### config.mk
export PLATFORM = sky130hd
export DESIGN_NAME = hcr_cell
export DESIGN_NICKNAME = d
export VERILOG_FILES = /design/src/hw/rtl/hsv_component_replace_assert.svh /design/src/hw/rtl/hcr_pkg.sv /design/src/hw/rtl/hcr_cell.sv
export SDC_FILE = /design/constraint.sdc
export NUM_CORES = 1
export LEC_CHECK = 0
export BUFFER_PORTS_ARGS = -buffer_cell sky130_fd_sc_hd__buf_2
export CORE_ASPECT_RATIO = 1.25
export CORE_UTILIZATION = 30
export DETAILED_ROUTE_END_ITERATION = 10
export SETUP_SLACK_MARGIN = 0.3
export SYNTH_ARGS = -nofsm -noshare
export SYNTH_HDL_FRONTEND = slang
export SYNTH_SLANG_ARGS = --single-unit
### constraint.sdc
create_clock -name i_clk -period 1.7 [get_ports i_clk]
set_input_delay 0.17 -clock i_clk [delete_from_list [all_inputs] [get_ports i_clk]]
set_output_delay 0.17 -clock i_clk [all_outputs]
set_load 0.01 [all_outputs]
### src/hw/rtl/hsv_component_replace_assert.svh
// ----------------------------------------------------------------------------
// HSV component replace assertion macros
// Concurrent assertion wrappers clocked on i_clk, with and without reset gating.
// ----------------------------------------------------------------------------
`ifndef HSV_COMPONENT_REPLACE_ASSERT_SVH
`define HSV_COMPONENT_REPLACE_ASSERT_SVH

`ifndef ASSERT_OFF
// check prop at every edge outside reset
`define HCR_ASSERT(lbl, prop) \
    lbl: assert property (@(posedge i_clk) disable iff (!i_rst_n) prop) \
        else $error("hsv_component_replace assertion failed");
// check prop at every edge, reset included
`define HCR_ASSERT_ALWAYS(lbl, prop) \
    lbl: assert property (@(posedge i_clk) prop) \
        else $error("hsv_component_replace assertion failed");
`else
`define HCR_ASSERT(lbl, prop)
`define HCR_ASSERT_ALWAYS(lbl, prop)
`endif

`endif

### src/hw/rtl/hcr_pkg.sv
// ----------------------------------------------------------------------------
// HSV component replace package
// Fixed-point widths, constants, register codes and replacement tables.
// ----------------------------------------------------------------------------
`timescale 1ns / 1ps
`default_nettype none

package hcr_pkg;

    localparam int F  = 16;      // fractional bits
    localparam int QW = F + 2;   // hue quotient, [0, 2*one]
    localparam int SW = F + 1;   // saturation, [0, one]
    localparam int HW = F + 3;   // hue in sectors, [0, 6*one)
    localparam int VW = F + 8;   // value in byte units

    localparam logic [SW-1:0] ONE_S = {1'b1, {F{1'b0}}};
    localparam logic [HW-1:0] ONE_H = {3'b001, {F{1'b0}}};
    localparam logic [HW-1:0] SIX_H = {3'b110, {F{1'b0}}};

    localparam logic [1:0] MODE_HUE = 2'd0;
    localparam logic [1:0] MODE_SAT = 2'd1;
    localparam logic [1:0] MODE_VAL = 2'd2;
    localparam logic [1:0] MODE_RSV = 2'd3;

    localparam logic [1:0] CFG_MODE = 2'd0;
    localparam logic [1:0] CFG_HUE  = 2'd1;
    localparam logic [1:0] CFG_SAT  = 2'd2;
    localparam logic [1:0] CFG_VAL  = 2'd3;

    localparam logic [1:0] BASE_R = 2'd0;
    localparam logic [1:0] BASE_G = 2'd1;
    localparam logic [1:0] BASE_B = 2'd2;

    // one divider cell's view of a pixel
    typedef struct packed {
        logic [QW-1:0] hq;     // hue quotient, bits shifted in from the right
        logic [7:0]    hr;     // hue partial remainder
        logic [SW-1:0] sq;     // saturation quotient
        logic [7:0]    sr;     // saturation partial remainder
        logic [7:0]    delta;
        logic [7:0]    mx;
        logic [1:0]    base;
        logic          dz;     // grey pixel
    } t_cell;

    typedef struct packed {
        logic [1:0]    mode;
        logic [HW-1:0] h;
        logic [SW-1:0] s;
        logic [VW-1:0] v;
    } t_rep;

    typedef logic [F-1:0]  t_hue_tab [0:59];
    typedef logic [SW-1:0] t_sat_tab [0:100];
    typedef logic [VW-1:0] t_val_tab [0:100];

    function automatic t_hue_tab f_hue_tab();
        t_hue_tab   t;
        logic [63:0] w;
        for (int i = 0; i < 60; i++) begin
            w = (64'(i) << F) / 60;
            t[i] = w[F-1:0];
        end
        return t;
    endfunction

    function automatic t_sat_tab f_sat_tab();
        t_sat_tab   t;
        logic [63:0] w;
        for (int i = 0; i <= 100; i++) begin
            w = (64'(i) << F) / 100;
            t[i] = w[SW-1:0];
        end
        return t;
    endfunction

    function automatic t_val_tab f_val_tab();
        t_val_tab   t;
        logic [63:0] w;
        for (int i = 0; i <= 100; i++) begin
            w = (64'(i * 255) << F) / 100;
            t[i] = w[VW-1:0];
        end
        return t;
    endfunction

    localparam t_hue_tab HUE_TAB = f_hue_tab();
    localparam t_sat_tab SAT_TAB = f_sat_tab();
    localparam t_val_tab VAL_TAB = f_val_tab();

endpackage

`default_nettype wire

### src/hw/rtl/hcr_cell.sv
// ----------------------------------------------------------------------------
// HSV component replace divider cell
// Produces one fraction bit of the hue and the saturation quotient.
// ----------------------------------------------------------------------------
`timescale 1ns / 1ps
`default_nettype none

module hcr_cell (
    input  wire logic          i_clk,
    input  wire logic          i_rst_n,
    input  wire logic          i_en,
    input  wire logic          i_vld,
    input  wire hcr_pkg::t_cell i_d,
    output logic               o_vld,
    output hcr_pkg::t_cell     o_d
);
    import hcr_pkg::*;

    logic   r_vld;
    t_cell  r_d;
    t_cell  n_d;
    logic [8:0] w_h2;
    logic [8:0] w_s2;
    logic       w_hb;
    logic       w_sb;
    logic [8:0] w_hsub;
    logic [8:0] w_ssub;

    always_comb begin
        w_h2   = {i_d.hr, 1'b0};
        w_s2   = {i_d.sr, 1'b0};
        w_hb   = w_h2 >= {1'b0, i_d.delta};
        w_sb   = w_s2 >= {1'b0, i_d.mx};
        w_hsub = w_h2 - {1'b0, i_d.delta};
        w_ssub = w_s2 - {1'b0, i_d.mx};
        n_d    = i_d;
        n_d.hr = w_hb ? w_hsub[7:0] : w_h2[7:0];
        n_d.sr = w_sb ? w_ssub[7:0] : w_s2[7:0];
        n_d.hq = {i_d.hq[QW-2:0], w_hb};
        n_d.sq = {i_d.sq[SW-2:0], w_sb};
    end

    always_ff @(posedge i_clk) begin
        if (!i_rst_n) begin
            r_vld <= 1'b0;
        end else if (i_en) begin
            r_vld <= i_vld;
        end
    end

    always_ff @(posedge i_clk) begin
        if (i_en) begin
            r_d <= n_d;
        end
    end

    assign o_vld = r_vld;
    assign o_d   = r_d;

endmodule

`default_nettype wire

# --- After elaboration in Yosys (flattened, before gate mapping) ---
# Cells that the tools add are included.
totals:
  reg_bits: 71
  inputBits: 74
  out_inout_bits: 71
  elab_cells: 17
op_classes:
  add_sub_neg: 2
  magnitude_cmp: 2
  mux: 2
ops:
  columns: ["op", "n"]
  rows:
  - ["9-bit by 8-bit >= comparator with 1-bit output", 2]
  - ["8-bit two-way mux", 2]
  - ["8-bit subtractor", 2]

# --- Longest topological paths before layout ---
logic_depth:
  ltp_word: 2
  mapped_depth: 8
  mapped_depth_nobuf: 8

# --- Worst setup path before layout ---
# OpenSTA, ideal clock, no wires.
synth_timing:
  kind: "input port to flip-flop"
  from: "input i_d[5] (netlist name)"
  to: "register r_d, in the netlist o_d[25], data pin"
  setup_ps: 255
  arrival_time_ps: 1555
  required_time_ps: 1445
  path_slack_ps: -110
  path_stages: 7
  n_path_buf: 0
  path_cell_list: "inv_1 > ha_1 > nor2b_4 > o31a_1 > o21a_1 > or3_1 > a31o_1"
synth_lines:
  columns: ["element", "line_no", "text"]
  rows:
  - ["from (decl)", "hcr_cell.sv:13", "input wire hcr_pkg::t_cell i_d,"]
  - ["to (signal assigned)", "hcr_cell.sv:53", "r_d <= n_d;"]
  - ["to (decl)", "hcr_cell.sv:20", "t_cell r_d;"]

==> metrics.yaml <==
yosysTopAreaCellShare: 0.680
critPathMaxFanout: 4
ir_drop_mv: 0.524
met2WireLength_um: 3820
grt_max_degree: 72
drive_above_1_share: 0.623
synth_edf_count: 70
root_buffer: "clkbuf_16"
rsz0062_at_grt: "true"
async_reset_ff_frac: 0
synthMuxAreaShare: 0.0356
routabilityCongestion: 0.784
min_path_type: "input pin to flop"
cts.reportedPaths.clkPinSlew_ns: 0.06
powerDensity_mw_per_mm2: 1040
num_rows: 41
postCtsHoldBufs: 0
wl_met3_um: 440
clock.fmax_mhz: 680
netlist_instances: 208
final_cell_area_mm2: 0.00507
cp_slowest_cell: "ha_4"
cp.arrival_ns: 1.55
dpl_cell_area_mm2: 0.00446
cts_tree: "built"
power.total_mw: 5.26
period_needed_ns: 1.47
hold_depth: 1
final_common_cell: "buf_2"
cts-htree-levels: 3
core_area_mm2: 0.0101
drc_errors: 0
synth_top_flop_cell: "edfxtp_1"
worstSkewPairLatency_ns: 0.32
grt-ovfl-total: 0
worstRegToRegCells: 2
totalWireLength_um: 7130
portBuffers: 142
mostFrequentLayoutCells: "buf_2, edfxtp_1, buf_4"
cts_sinks: 71
worst_path_largest_cell_delay_ns: 0.26
via_per_inst: 4.37
m1WireLength_um: 2670
final.setup.worst_slack_ns: 0.230
wl_per_cell_um: 13.4
synth_compound_area_frac: 0.0712
setup_viol: 0
synth_cell_type_count: 39
ios: 145
synth_nets: 300
cp-start-kind: "input pin"
yosys.area_share.simple: 0.0809
finalSetupTns_ns: 0
yosysSeqAreaShare: 0.686
n_fill_cell: 921
fin_crit_sh: 0.865
drt-pass1-iter-count: 4
dieArea_mm2: 0.0107
fin_nets: 488
fin_worst_skew_ns: 0
finalHoldViolations: 0
highest_layer: "met4"
pre_cts_slack_ns: -0.224
vias: 2318
area_delta_synth_final_pct: 64.0
antenna_left: 0
avgSynthCellArea_um2: 14.9
drt_iter0_markers: 48
end_kind: "flop"
path_class: "input pin to flop"
antenna_found_initial: 0
critPathMostFrequentCell: "buf_6"
fin_util: 0.504
cp.required_ns: 1.78
outcome: "finished, final reports clean"
worst_slew_pin_slew_ns: 0.399
synth_top_family_by_area: "simple AND/OR/NAND/NOR gates"
relSlewSlack: 0.734
grt_usage: 0.134
slew_viol_final: 0
cts_buffer_depth: 2
syn_area_mm2: 0.00309
cp_cell_sequence: "buf_4, ha_4, and3_4, a21bo_4, nand4_1, buf_6, buf_6, nor2_2, a31o_1"
synth_area_leaders: "edfxtp_1, ha_1, mux2_2"
grt_pass1_vias: 2346
grt_pass1_wl_um: 10800
cellLeakagePower_nw: 2.16
yosysWarnings: 0
yosysTopAreaCell: "edfxtp_1"
cts_buffers: 9
synth_xor_area_frac: 0.0170
synth-adder-area-share: 0.0777
place_hpwl_um: 5360
ys_ff_latch: 71
die_h_um: 116
fp.dieW_um: 92.8
drv_cap: 0
initial_core_util: 0.308
antenna_cells: 0
[critical path: cells and delay by family]
family	cells	cell delay, ns
AO/OA/AOI/OAI	2	0.39
buffers and inverters	3	0.36
AND/OR/NAND/NOR	3	0.36
adder cells (fa/ha/maj)	1	0.26
[report_power, final]
group	switching [mW]	leakage, nW	internal (mW)
Combinational	0.470	1.31	0.527
Clock	0.679	0.156	1.43
Sequential	0.0362	0.694	2.12
Total	1.18	2.16	4.07
[worst paths after layout]
kind / startpoint / to / slack [ns]
max: i_d[25] / o_d[25] / 0.23
min: i_d[62] / o_d[63] / 0.02
max reg2reg: o_vld / o_vld / 1.10
min reg2reg: o_vld / o_vld / 0.53
[per-stage QoR]
step,cells,hold WS (ns)
after floorplan,208,0.269
after global placement,506,0.347
after detailed placement,506,0.348
after CTS,526,0.000775
after global routing,530,0.00232
final,530,0.0164
[per-layer routing]
| layer | up-vias | global-route usage |
|---|---|---|
| met3 | 13 | 0.0276 |
| li1 | 1151 | - |
| met2 | 85 | 0.241 |
| met5 | - | 0 |
| met1 | 1069 | 0.143 |
| met4 | 0 | 0.0800 |
[cells in the mapped netlist, types with 2 or more instances]
cell type,number
edfxtp_1,70
inv_1,23
ha_1,16
nor2_1,15
a21oi_1,10
mux2_2,8
nand3_1,5
o21a_1,5
xnor2_1,5
nand2_1,4
nor2b_1,4
nor3_1,4
o21ai_0,4
and3_1,3
a31oi_1,2
and2_1,2
fa_1,2
mux2i_1,2
nand4_1,2
nor4_1,2
or3_1,2
[kinds of logic after synthesis]
| family | Yosys count |
|---|---|
| compound gates | 32 |
| xor+xnor | 6 |
| fa+ha+maj | 18 |
| buf+inv | 24 |
| flops | 71 |
| mux | 10 |
| simple gates | 47 |
[sequential cells by signal, indices dropped and copies added, names as in the netlist]
| signal | flops |
|---|---|
| o_vld | 1 |
| o_d | 70 |
[repair_timing]
action,CTS,global route
resized for setup,40,18
gates cloned,0,0
endpoints found under the setup margin,17,16
buffers inserted,4,4
pin swaps,22,10
[cell type report]
class / instances / area, µm² / area share
clock buffer: 10 / 229 / 0.0452
clock inverter: 6 / 109 / 0.0215
inverter: 23 / 124 / 0.0244
multi-input combinational: 113 / 1200 / 0.237
sequential: 71 / 2120 / 0.418
tap: 129 / 161 / 0.0318
timing repair buffer: 178 / 1120 / 0.221
No activity file was read; power rests on OpenSTA's default activity.
