===== config.mk =====
export PLATFORM = sky130hd
export DESIGN_NAME = hcr_recon
export DESIGN_NICKNAME = d
export VERILOG_FILES = /design/src/hw/rtl/hsv_component_replace_assert.svh /design/src/hw/rtl/hcr_pkg.sv /design/src/hw/rtl/hcr_recon.sv
export SDC_FILE = /design/constraint.sdc
export NUM_CORES = 2
export LEC_CHECK = 0
export BUFFER_PORTS_ARGS = -buffer_cell sky130_fd_sc_hd__buf_4
export CAP_MARGIN = 20
export CELL_PAD_IN_SITES_DETAIL_PLACEMENT = 2
export CELL_PAD_IN_SITES_GLOBAL_PLACEMENT = 2
export CORE_UTILIZATION = 40
export DETAILED_ROUTE_END_ITERATION = 7
export GPL_TIMING_DRIVEN = 1
export MAX_ROUTING_LAYER = met4
export PLACE_DENSITY = 0.8
export SYNTH_ARGS = -nofsm -noshare
export SYNTH_HDL_FRONTEND = slang
export SYNTH_SLANG_ARGS = --single-unit

===== constraint.sdc =====
create_clock -name i_clk -period 10 [get_ports i_clk]
set_clock_uncertainty 0.2 [all_clocks]
set_input_delay 0 -clock i_clk [delete_from_list [all_inputs] [get_ports i_clk]]
set_output_delay 0 -clock i_clk [all_outputs]
set_load 0.01 [all_outputs]

===== src/hw/rtl/hsv_component_replace_assert.svh =====
// ----------------------------------------------------------------------------
// HSV component replace assertion macros
// Concurrent assertion wrappers clocked on i_clk, with and without reset gating.
// ----------------------------------------------------------------------------
`ifndef HSV_COMPONENT_REPLACE_ASSERT_SVH
`define HSV_COMPONENT_REPLACE_ASSERT_SVH

`ifndef ASSERT_OFF
// check prop at every edge outside reset
`define HCR_ASSERT(lbl, prop) \
    lbl: assert property (@(posedge i_clk) disable iff (!i_rst_n) prop) \
        else $error("hsv_component_replace assertion failed");
// check prop at every edge, reset included
`define HCR_ASSERT_ALWAYS(lbl, prop) \
    lbl: assert property (@(posedge i_clk) prop) \
        else $error("hsv_component_replace assertion failed");
`else
`define HCR_ASSERT(lbl, prop)
`define HCR_ASSERT_ALWAYS(lbl, prop)
`endif

`endif


===== src/hw/rtl/hcr_pkg.sv =====
// ----------------------------------------------------------------------------
// HSV component replace package
// Fixed-point widths, constants, register codes and replacement tables.
// ----------------------------------------------------------------------------
`timescale 1ns / 1ps
`default_nettype none

package hcr_pkg;

    localparam int F  = 16;      // fractional bits
    localparam int QW = F + 2;   // hue quotient, [0, 2*one]
    localparam int SW = F + 1;   // saturation, [0, one]
    localparam int HW = F + 3;   // hue in sectors, [0, 6*one)
    localparam int VW = F + 8;   // value in byte units

    localparam logic [SW-1:0] ONE_S = {1'b1, {F{1'b0}}};
    localparam logic [HW-1:0] ONE_H = {3'b001, {F{1'b0}}};
    localparam logic [HW-1:0] SIX_H = {3'b110, {F{1'b0}}};

    localparam logic [1:0] MODE_HUE = 2'd0;
    localparam logic [1:0] MODE_SAT = 2'd1;
    localparam logic [1:0] MODE_VAL = 2'd2;
    localparam logic [1:0] MODE_RSV = 2'd3;

    localparam logic [1:0] CFG_MODE = 2'd0;
    localparam logic [1:0] CFG_HUE  = 2'd1;
    localparam logic [1:0] CFG_SAT  = 2'd2;
    localparam logic [1:0] CFG_VAL  = 2'd3;

    localparam logic [1:0] BASE_R = 2'd0;
    localparam logic [1:0] BASE_G = 2'd1;
    localparam logic [1:0] BASE_B = 2'd2;

    // one divider cell's view of a pixel
    typedef struct packed {
        logic [QW-1:0] hq;     // hue quotient, bits shifted in from the right
        logic [7:0]    hr;     // hue partial remainder
        logic [SW-1:0] sq;     // saturation quotient
        logic [7:0]    sr;     // saturation partial remainder
        logic [7:0]    delta;
        logic [7:0]    mx;
        logic [1:0]    base;
        logic          dz;     // grey pixel
    } t_cell;

    typedef struct packed {
        logic [1:0]    mode;
        logic [HW-1:0] h;
        logic [SW-1:0] s;
        logic [VW-1:0] v;
    } t_rep;

    typedef logic [F-1:0]  t_hue_tab [0:59];
    typedef logic [SW-1:0] t_sat_tab [0:100];
    typedef logic [VW-1:0] t_val_tab [0:100];

    function automatic t_hue_tab f_hue_tab();
        t_hue_tab   t;
        logic [63:0] w;
        for (int i = 0; i < 60; i++) begin
            w = (64'(i) << F) / 60;
            t[i] = w[F-1:0];
        end
        return t;
    endfunction

    function automatic t_sat_tab f_sat_tab();
        t_sat_tab   t;
        logic [63:0] w;
        for (int i = 0; i <= 100; i++) begin
            w = (64'(i) << F) / 100;
            t[i] = w[SW-1:0];
        end
        return t;
    endfunction

    function automatic t_val_tab f_val_tab();
        t_val_tab   t;
        logic [63:0] w;
        for (int i = 0; i <= 100; i++) begin
            w = (64'(i * 255) << F) / 100;
            t[i] = w[VW-1:0];
        end
        return t;
    endfunction

    localparam t_hue_tab HUE_TAB = f_hue_tab();
    localparam t_sat_tab SAT_TAB = f_sat_tab();
    localparam t_val_tab VAL_TAB = f_val_tab();

endpackage

`default_nettype wire


===== src/hw/rtl/hcr_recon.sv =====
// ----------------------------------------------------------------------------
// HSV component replace back conversion
// Replace one component, then rebuild RGB through the multiplier stages.
// ----------------------------------------------------------------------------
`timescale 1ns / 1ps
`default_nettype none

module hcr_recon (
    input  wire logic           i_clk,
    input  wire logic           i_rst_n,
    input  wire hcr_pkg::t_rep  i_rep,
    input  wire logic           i_vld,
    input  wire hcr_pkg::t_cell i_d,
    output logic                o_ready,
    output logic                o_vld,
    output logic [23:0]         o_rgb,
    input  wire logic           i_ready
);
    import hcr_pkg::*;

    // stage A: hue, saturation, value
    logic          r_a_vld;
    logic [HW-1:0] r_a_hh;
    logic [SW-1:0] r_a_ss;
    logic [VW-1:0] r_a_vv;
    // stage B: cross terms
    logic          r_b_vld;
    logic [2:0]    r_b_n;
    logic [SW-1:0] r_b_fs;
    logic [SW-1:0] r_b_gs;
    logic [VW-1:0] r_b_vv;
    logic [7:0]    r_b_p;
    // stage C: channel candidates
    logic          r_c_vld;
    logic [2:0]    r_c_n;
    logic [7:0]    r_c_l;
    logic [7:0]    r_c_p;
    logic [7:0]    r_c_q;
    logic [7:0]    r_c_u;
    // stage D: output
    logic          r_d_vld;
    logic [23:0]   r_d_rgb;

    logic w_en_a, w_en_b, w_en_c, w_en_d;

    assign w_en_d  = !r_d_vld || i_ready;
    assign w_en_c  = !r_c_vld || w_en_d;
    assign w_en_b  = !r_b_vld || w_en_c;
    assign w_en_a  = !r_a_vld || w_en_b;
    assign o_ready = w_en_a;

    // stage A
    logic [HW-1:0] w_hsum;
    logic [HW-1:0] w_hwrap;
    logic [HW-1:0] n_a_hh;
    logic [SW-1:0] n_a_ss;
    logic [VW-1:0] n_a_vv;

    always_comb begin
        w_hsum  = {i_d.base, 1'b0, {F{1'b0}}} + {1'b0, i_d.hq};
        w_hwrap = (w_hsum < ONE_H) ? w_hsum + SIX_H : w_hsum;
        n_a_hh  = i_d.dz ? '0 : w_hwrap - ONE_H;
        n_a_ss  = i_d.dz ? '0 : i_d.sq;
        n_a_vv  = {i_d.mx, {F{1'b0}}};
        unique case (i_rep.mode)
            MODE_HUE: n_a_hh = i_rep.h;
            MODE_SAT: n_a_ss = i_rep.s;
            MODE_VAL: n_a_vv = i_rep.v;
            default:  n_a_vv = i_rep.v;
        endcase
    end

    // stage B
    logic [F-1:0]     w_f;
    logic [SW-1:0]    w_omf;
    logic [F+SW-1:0]  w_fsp;
    logic [2*SW-1:0]  w_gsp;
    logic [VW+SW-1:0] w_pp;

    always_comb begin
        w_f   = r_a_hh[F-1:0];
        w_omf = ONE_S - {1'b0, w_f};
        w_fsp = (F+SW)'(w_f) * (F+SW)'(r_a_ss);
        w_gsp = (2*SW)'(w_omf) * (2*SW)'(r_a_ss);
        w_pp  = (VW+SW)'(r_a_vv) * (VW+SW)'(ONE_S - r_a_ss);
    end

    // stage C
    logic [VW+SW-1:0] w_qp;
    logic [VW+SW-1:0] w_up;

    always_comb begin
        w_qp = (VW+SW)'(r_b_vv) * (VW+SW)'(ONE_S - r_b_fs);
        w_up = (VW+SW)'(r_b_vv) * (VW+SW)'(ONE_S - r_b_gs);
    end

    // stage D: sector select
    logic [23:0] n_d_rgb;

    always_comb begin
        unique case (r_c_n)
            3'd0:    n_d_rgb = {r_c_p, r_c_u, r_c_l};
            3'd1:    n_d_rgb = {r_c_p, r_c_l, r_c_q};
            3'd2:    n_d_rgb = {r_c_u, r_c_l, r_c_p};
            3'd3:    n_d_rgb = {r_c_l, r_c_q, r_c_p};
            3'd4:    n_d_rgb = {r_c_l, r_c_p, r_c_u};
            default: n_d_rgb = {r_c_q, r_c_p, r_c_l};
        endcase
    end

    always_ff @(posedge i_clk) begin
        if (!i_rst_n) begin
            r_a_vld <= 1'b0;
            r_b_vld <= 1'b0;
            r_c_vld <= 1'b0;
            r_d_vld <= 1'b0;
        end else begin
            if (w_en_a) r_a_vld <= i_vld;
            if (w_en_b) r_b_vld <= r_a_vld;
            if (w_en_c) r_c_vld <= r_b_vld;
            if (w_en_d) r_d_vld <= r_c_vld;
        end
    end

    always_ff @(posedge i_clk) begin
        if (w_en_a) begin
            r_a_hh <= n_a_hh;
            r_a_ss <= n_a_ss;
            r_a_vv <= n_a_vv;
        end
        if (w_en_b) begin
            r_b_n  <= r_a_hh[HW-1:F];
            r_b_fs <= w_fsp[F+SW-1:F];
            r_b_gs <= w_gsp[F+SW-1:F];
            r_b_vv <= r_a_vv;
            r_b_p  <= w_pp[2*F+7:2*F];
        end
        if (w_en_c) begin
            r_c_n <= r_b_n;
            r_c_l <= r_b_vv[VW-1:F];
            r_c_p <= r_b_p;
            r_c_q <= w_qp[2*F+7:2*F];
            r_c_u <= w_up[2*F+7:2*F];
        end
        if (w_en_d) begin
            r_d_rgb <= n_d_rgb;
        end
    end

    assign o_vld = r_d_vld;
    assign o_rgb = r_d_rgb;

endmodule

`default_nettype wire


==> Yosys cells after proc, flatten, opt, wreduce, memory -nomap -nowiden <==
Cells that the tools add are included.
{ "word_totals": {"register_bits": 192, "latch_bits": 0, "mem_bits_rw": 0, "mem_bits_ro": 0, "inputBits": 136, "output_inout_bits": 26, "word_cells": 55, "n_memories": 0} }
{ "op_classes": {"addsub": 7, "mul": 5, "n_div": 0, "magnitude_cmp": 1, "n_eq_ne": 5, "shifts": 0, "mux": 7, "bitwise_logic": 0, "reduce_logical": 11} }
{ "op_table": {"columns": ["operator", "n"], "rows": [
  ["25-bit by 18-bit multiplier with 40-bit output", 3],
  ["24-bit one-hot mux with 5 select lines", 1],
  ["19-bit 2-to-1 mux", 3],
  ["17-bit by 17-bit subtractor with 18-bit output (first input constant)", 3],
  ["17-bit 2-to-1 mux", 2],
  ["16-bit by 17-bit multiplier with 33-bit output", 1],
  ["17-bit by 17-bit multiplier with 33-bit output", 1],
  ["24-bit 2-to-1 mux", 1],
  ["19-bit by 18-bit adder with 19-bit output", 1],
  ["19-bit adder (second input constant)", 1],
  ["19-bit by 17-bit less-than comparator with 1-bit output (second input constant)", 1],
  ["19-bit by 17-bit subtractor with 19-bit output (second input constant)", 1],
  ["17-bit by 16-bit subtractor with 17-bit output (first input constant)", 1],
  ["3-bit by 2-bit == test with 1-bit output (second input constant)", 2],
  ["1-bit logical NOT", 4],
  ["1-bit logical OR", 4],
  ["3-bit by 1-bit == test with 1-bit output (second input constant)", 1],
  ["3-bit == test (second input constant)", 1],
  ["3-bit logical NOT", 1],
  ["2-bit by 1-bit == test with 1-bit output (second input constant)", 1],
  ["2-bit logical NOT", 1],
  ["2-bit OR reduction", 1]
]} }

==> Longest topological paths before layout <==
{ "logic_depth": {"depth_word": 6, "ltp_mapped": 31, "ltp_nobuf": 28} }

==> Worst setup path after synthesis <==
No wires, ideal clock.
{ "synth_timing": {"path_type": "flip-flop to flip-flop", "startpoint": "register r_b_fs[0]", "endpoint": "register r_c_q[6], data pin", "setup_time_ns": 0.256, "t_arrival_ns": 7.081, "t_required_ns": 9.544, "setup_slack_ns": 2.463, "stages_incl_launch_ff": 28, "path_buffers": 3, "synth_period_minus_slack_ns": 7.537, "path_cell_list": "edfxtp_1 clkbuf_1 clkbuf_1 inv_1 ha_1 nand2_1 or3_1 xor2_1 clkbuf_1 nand2_1 fa_1 inv_1 fa_1 inv_1 fa_1 fa_1 inv_1 fa_1 fa_1 ha_1 a21oi_1 o21ai_0 nor4_1 a21oi_1 o41ai_2 a41oi_2 or4b_1 o211a_1"} }
{ "synth_between": {"elab_chain_cells": 2} }
{ "synth_rtl": {"columns": ["item", "line", "source"], "rows": [
  ["from (decl)", "hcr_recon.sv:29", "logic [SW-1:0] r_b_fs;"],
  ["from (signal assigned)", "hcr_recon.sv:133", "r_b_fs <= w_fsp[F+SW-1:F];"],
  ["17-bit by 17-bit subtractor with 18-bit output", "hcr_recon.sv:93", "w_qp = (VW+SW)'(r_b_vv) * (VW+SW)'(ONE_S - r_b_fs);"],
  ["25-bit by 18-bit multiplier with 40-bit output", "hcr_recon.sv:93", null],
  ["net w_qp[38]", "hcr_recon.sv:89", "logic [VW+SW-1:0] w_qp;"],
  ["to (signal assigned)", "hcr_recon.sv:142", "r_c_q <= w_qp[2*F+7:2*F];"],
  ["to (decl)", "hcr_recon.sv:38", "logic [7:0] r_c_q;"]
]} }
The timed path passes the listed nets, and every way through them passes these cells.
A chain may end at the register's enable or synchronous reset.

==> Worst setup path after layout <==
{ "layout_timing": {"startpoint": "register r_a_ss[1]", "endpoint": "register r_b_p[5], data pin"} }
{ "layout_between": {"elab_chain_cells": 2} }
{ "layout_rtl": {"columns": ["item", "line", "source"], "rows": [
  ["from (decl)", "hcr_recon.sv:24", "logic [SW-1:0] r_a_ss;"],
  ["from (signal assigned)", "hcr_recon.sv:128", "r_a_ss <= n_a_ss;"],
  ["17-bit by 17-bit subtractor with 18-bit output", "hcr_recon.sv:85", "w_pp = (VW+SW)'(r_a_vv) * (VW+SW)'(ONE_S - r_a_ss);"],
  ["25-bit by 18-bit multiplier with 40-bit output", "hcr_recon.sv:85", null],
  ["net w_pp[37]", "hcr_recon.sv:78", "logic [VW+SW-1:0] w_pp;"],
  ["to (signal assigned)", "hcr_recon.sv:136", "r_b_p <= w_pp[2*F+7:2*F];"],
  ["to (decl)", "hcr_recon.sv:32", "logic [7:0] r_b_p;"]
]} }
The timed path passes the listed nets, and every way through them passes these cells.

==> impl_metrics.ini <==
[worst_setup_path]
r2r_slack_ps = 470
critPathCaptureType = flop
r2r_start = r_a_ss[1]
critPathMaxStageDelay_ps = 570
cpMostUsedCell = fa_1
critPathLaunchType = flop
r2r-end = r_b_p[5]
arrival_ps = 9670
cpMaxStageDelayCell = fa_1
criticalPathCategory = reg2reg
reg2regPathDepth = 27
cp.required_ps = 10140
cp_max_fo = 17

[synthesis]
syn_area_per_cell_um2 = 9.054
synth_edf_count = 188
synth_nets = 9377
netlist_area_mm2 = 0.06503
synthDistinctLibCells = 83
ys_warn_count = 0
synth-seq-area-share_pct = 8.805
synth_cells = 7182
async_flop_share_pct = 0
synth_top_cell_by_area = fa_1
ys_seq_elements = 192
synth.top_cell.area_share_pct = 45.59
synth_flop_cell = edfxtp_1
synth.area.top_cells = fa_1, ha_1, inv_1

[min_path]
hold_class = in2reg
min_from = i_rst_n
min_to = r_c_vld
hold_path_depth = 3

[sta]
hold_viol = 0
fmax_mhz = 105.0
fin_crit_sh_pct = 95.26
tightestPinTransition_ps = 1221
rsz0062_at_grt = false
fin_setup_tns_ps = 0
final_max_slew_viol_count = 0
setup_viol = 0
period_minus_slack_ps = 9526
max-slew-margin-rel_pct = 18.57
fin_hold_ws_ps = 71.57

[die]
die_y_um = 405.2
initial_core_util_pct = 40.41
placementRows = 147
die_w_um = 405.2
core_mm2 = 0.1609
die-area_mm2 = 0.1642
ios = 162

[drt]
drc = 0
wire_per_inst_um = 25.33
ant_nets = 0
finalWirelength_mm = 238.7
first_pass_iters = 6
avgViaCountPerCell = 5.321
num_vias = 50153
drt_iter0_drc = 2686

[clocking]
cts_made_buffers = 17
cts_tree = yes
h-tree-depth = 4
clock-root-buffer = clkbuf_16
cts.sinks = 192
clkTransAtPathRegs_ps = 110
insertion_delay_ps = 560
cts.path.max_buffers = 2

[global_routing]
grt_max_degree = 64
antenna_found_initial = 7
grt_pass1_wl_mm = 371.7
grt_util_all_layers_pct = 30.90
grt_overflow_total = 0
grt_pass1_vias = 61890

[run]
cap_violations = 0

[layout]
fin_nets = 9445
nFillCells = 17347
area_growth_pct = 9.317
drive_gt1_share_pct = 6.237
final_core_util_pct = 44.17

[run_status]
status = finished, final reports clean

[placement]
io_buffer_count = 137
dp_hpwl_mm = 176.6
place_congestion = 0.8617
==> per-stage QoR <==
step	area, um^2	worst slack (ps)	instances
finish	71090	474.2	9425
global route	71090	135.0	9425
CTS	70860	663.4	9407
detailed placement	68970	824.2	9249
global placement	68960	1213	9248
floorplan	65030	2463	7182
==> critical path, delay by kind of cell (launching register included) <==
kind / cells / cell delay [ps]
AO/OA/AOI/OAI: 4 / 1400
XOR/XNOR: 1 / 380
adder cells (fa/ha/maj): 8 / 3560
buffers and inverters: 6 / 990
flip-flops: 1 / 470
AND/OR/NAND/NOR: 8 / 2260
==> how the worst max path moves through the flow <==
stage / start / to / slack, ps / cells past startpoint
finish: r_a_ss[1] / r_b_p[5] / 470 / 27
floorplan: r_b_fs[0] / r_c_q[6] / 2460 / 27
global placement: r_a_hh[6] / r_b_gs[15] / 1210 / 26
detailed placement: r_a_hh[6] / r_b_gs[13] / 820 / 26
global route: r_a_hh[6] / r_b_gs[13] / 140 / 26
CTS: r_a_hh[6] / r_b_gs[13] / 660 / 26
==> cells in the mapped netlist (all sizes together), types with 16 or more instances <==
master and count:
nor3 28, mux2i 27, nand2b 22, clkbuf 352, inv 1782, xor2 43, a21oi 109, nor2 136
fa 1481, xnor2 96, buf 40, o21ai 59, edfxtp 188, and3 19, nand2 1347, and2 530
nand3b 20, a21o 50, or2 33, nand3 20, nand4 21, ha 578, mux2 16
==> registers in the layout, indices dropped and copies added (netlist names) <==
name     cells
r_b_p        8
r_b_fs      17
r_a_hh      19
r_c_q        8
r_b_vv      24
r_c_u        8
o_rgb       24
r_a_vv      24
r_a_ss      17
o_vld        1
r_a_vld      1
r_c_l        8
r_b_vld      1
r_b_n        3
r_b_gs      17
r_c_n        3
r_c_vld      1
r_c_p        8
==> layout make-up <==
type | instances | area (um^2) | share of cell area [%]
multi-input cells | 4816 | 51610 | 72.60
inverters | 1782 | 6689 | 9.410
flip-flops and latches | 192 | 5725 | 8.054
repair buffers | 441 | 3737 | 5.257
well taps | 2160 | 2703 | 3.802
clock buffers | 17 | 425.4 | 0.5984
clock inverters | 15 | 195.2 | 0.2746
diodes | 2 | 5.005 | 0.007041
==> metal layers <==
metal	part of all wire [%]	wire [um]	track usage (%)	vias to the layer above
met5	0	0	-	-
met4	3.6	8503	11.22	0
met3	4.2	10120	3.265	509
met2	53	127000	55.29	1473
met1	39	93080	35.68	27120
li1	-	-	-	21051
==> cells by family (layout without fill, tap and decap cells) <==
kind of cell | Yosys count | count (layout) | synth area share [%]
AND/OR/NAND/NOR | 2248 | 2248 | 16.05
multiplexers | 43 | 43 | 0.6927
XOR/XNOR | 139 | 139 | 1.884
buffers and inverters | 2174 | 2255 | 12.56
adder cells (fa/ha/maj) | 2059 | 2059 | 56.72
AO/OA/AOI/OAI | 327 | 327 | 3.294
flip-flops | 192 | 192 | 8.805
other | 0 | 2 | 0
==> layout by cell type (no fill, tap or decap), types with 22 or more instances in the layout <==
cell           instances
a21o_1                50
a21oi_1              109
and2_1               529
buf_4                299
dlygate4sd3_1        130
edfxtp_1             188
fa_1                1481
ha_1                 578
inv_1               1781
mux2i_1               27
nand2_1             1346
nand2b_1              22
nor2_1               135
nor3_1                26
o21ai_0               53
or2_2                 33
xnor2_1               73
xor2_1                25
==> what timing repair did <==
action                     4_1_cts  5_1_grt
hold buffers                   126        4
resized for setup                0        0
hold endpoints to repair        69        3
buffers inserted                 0        0
setup endpoints to repair        0        0
Power is left out: the tool's default activity adds up to more than one toggle a clock period on the data nets, which glitch-free logic cannot reach.
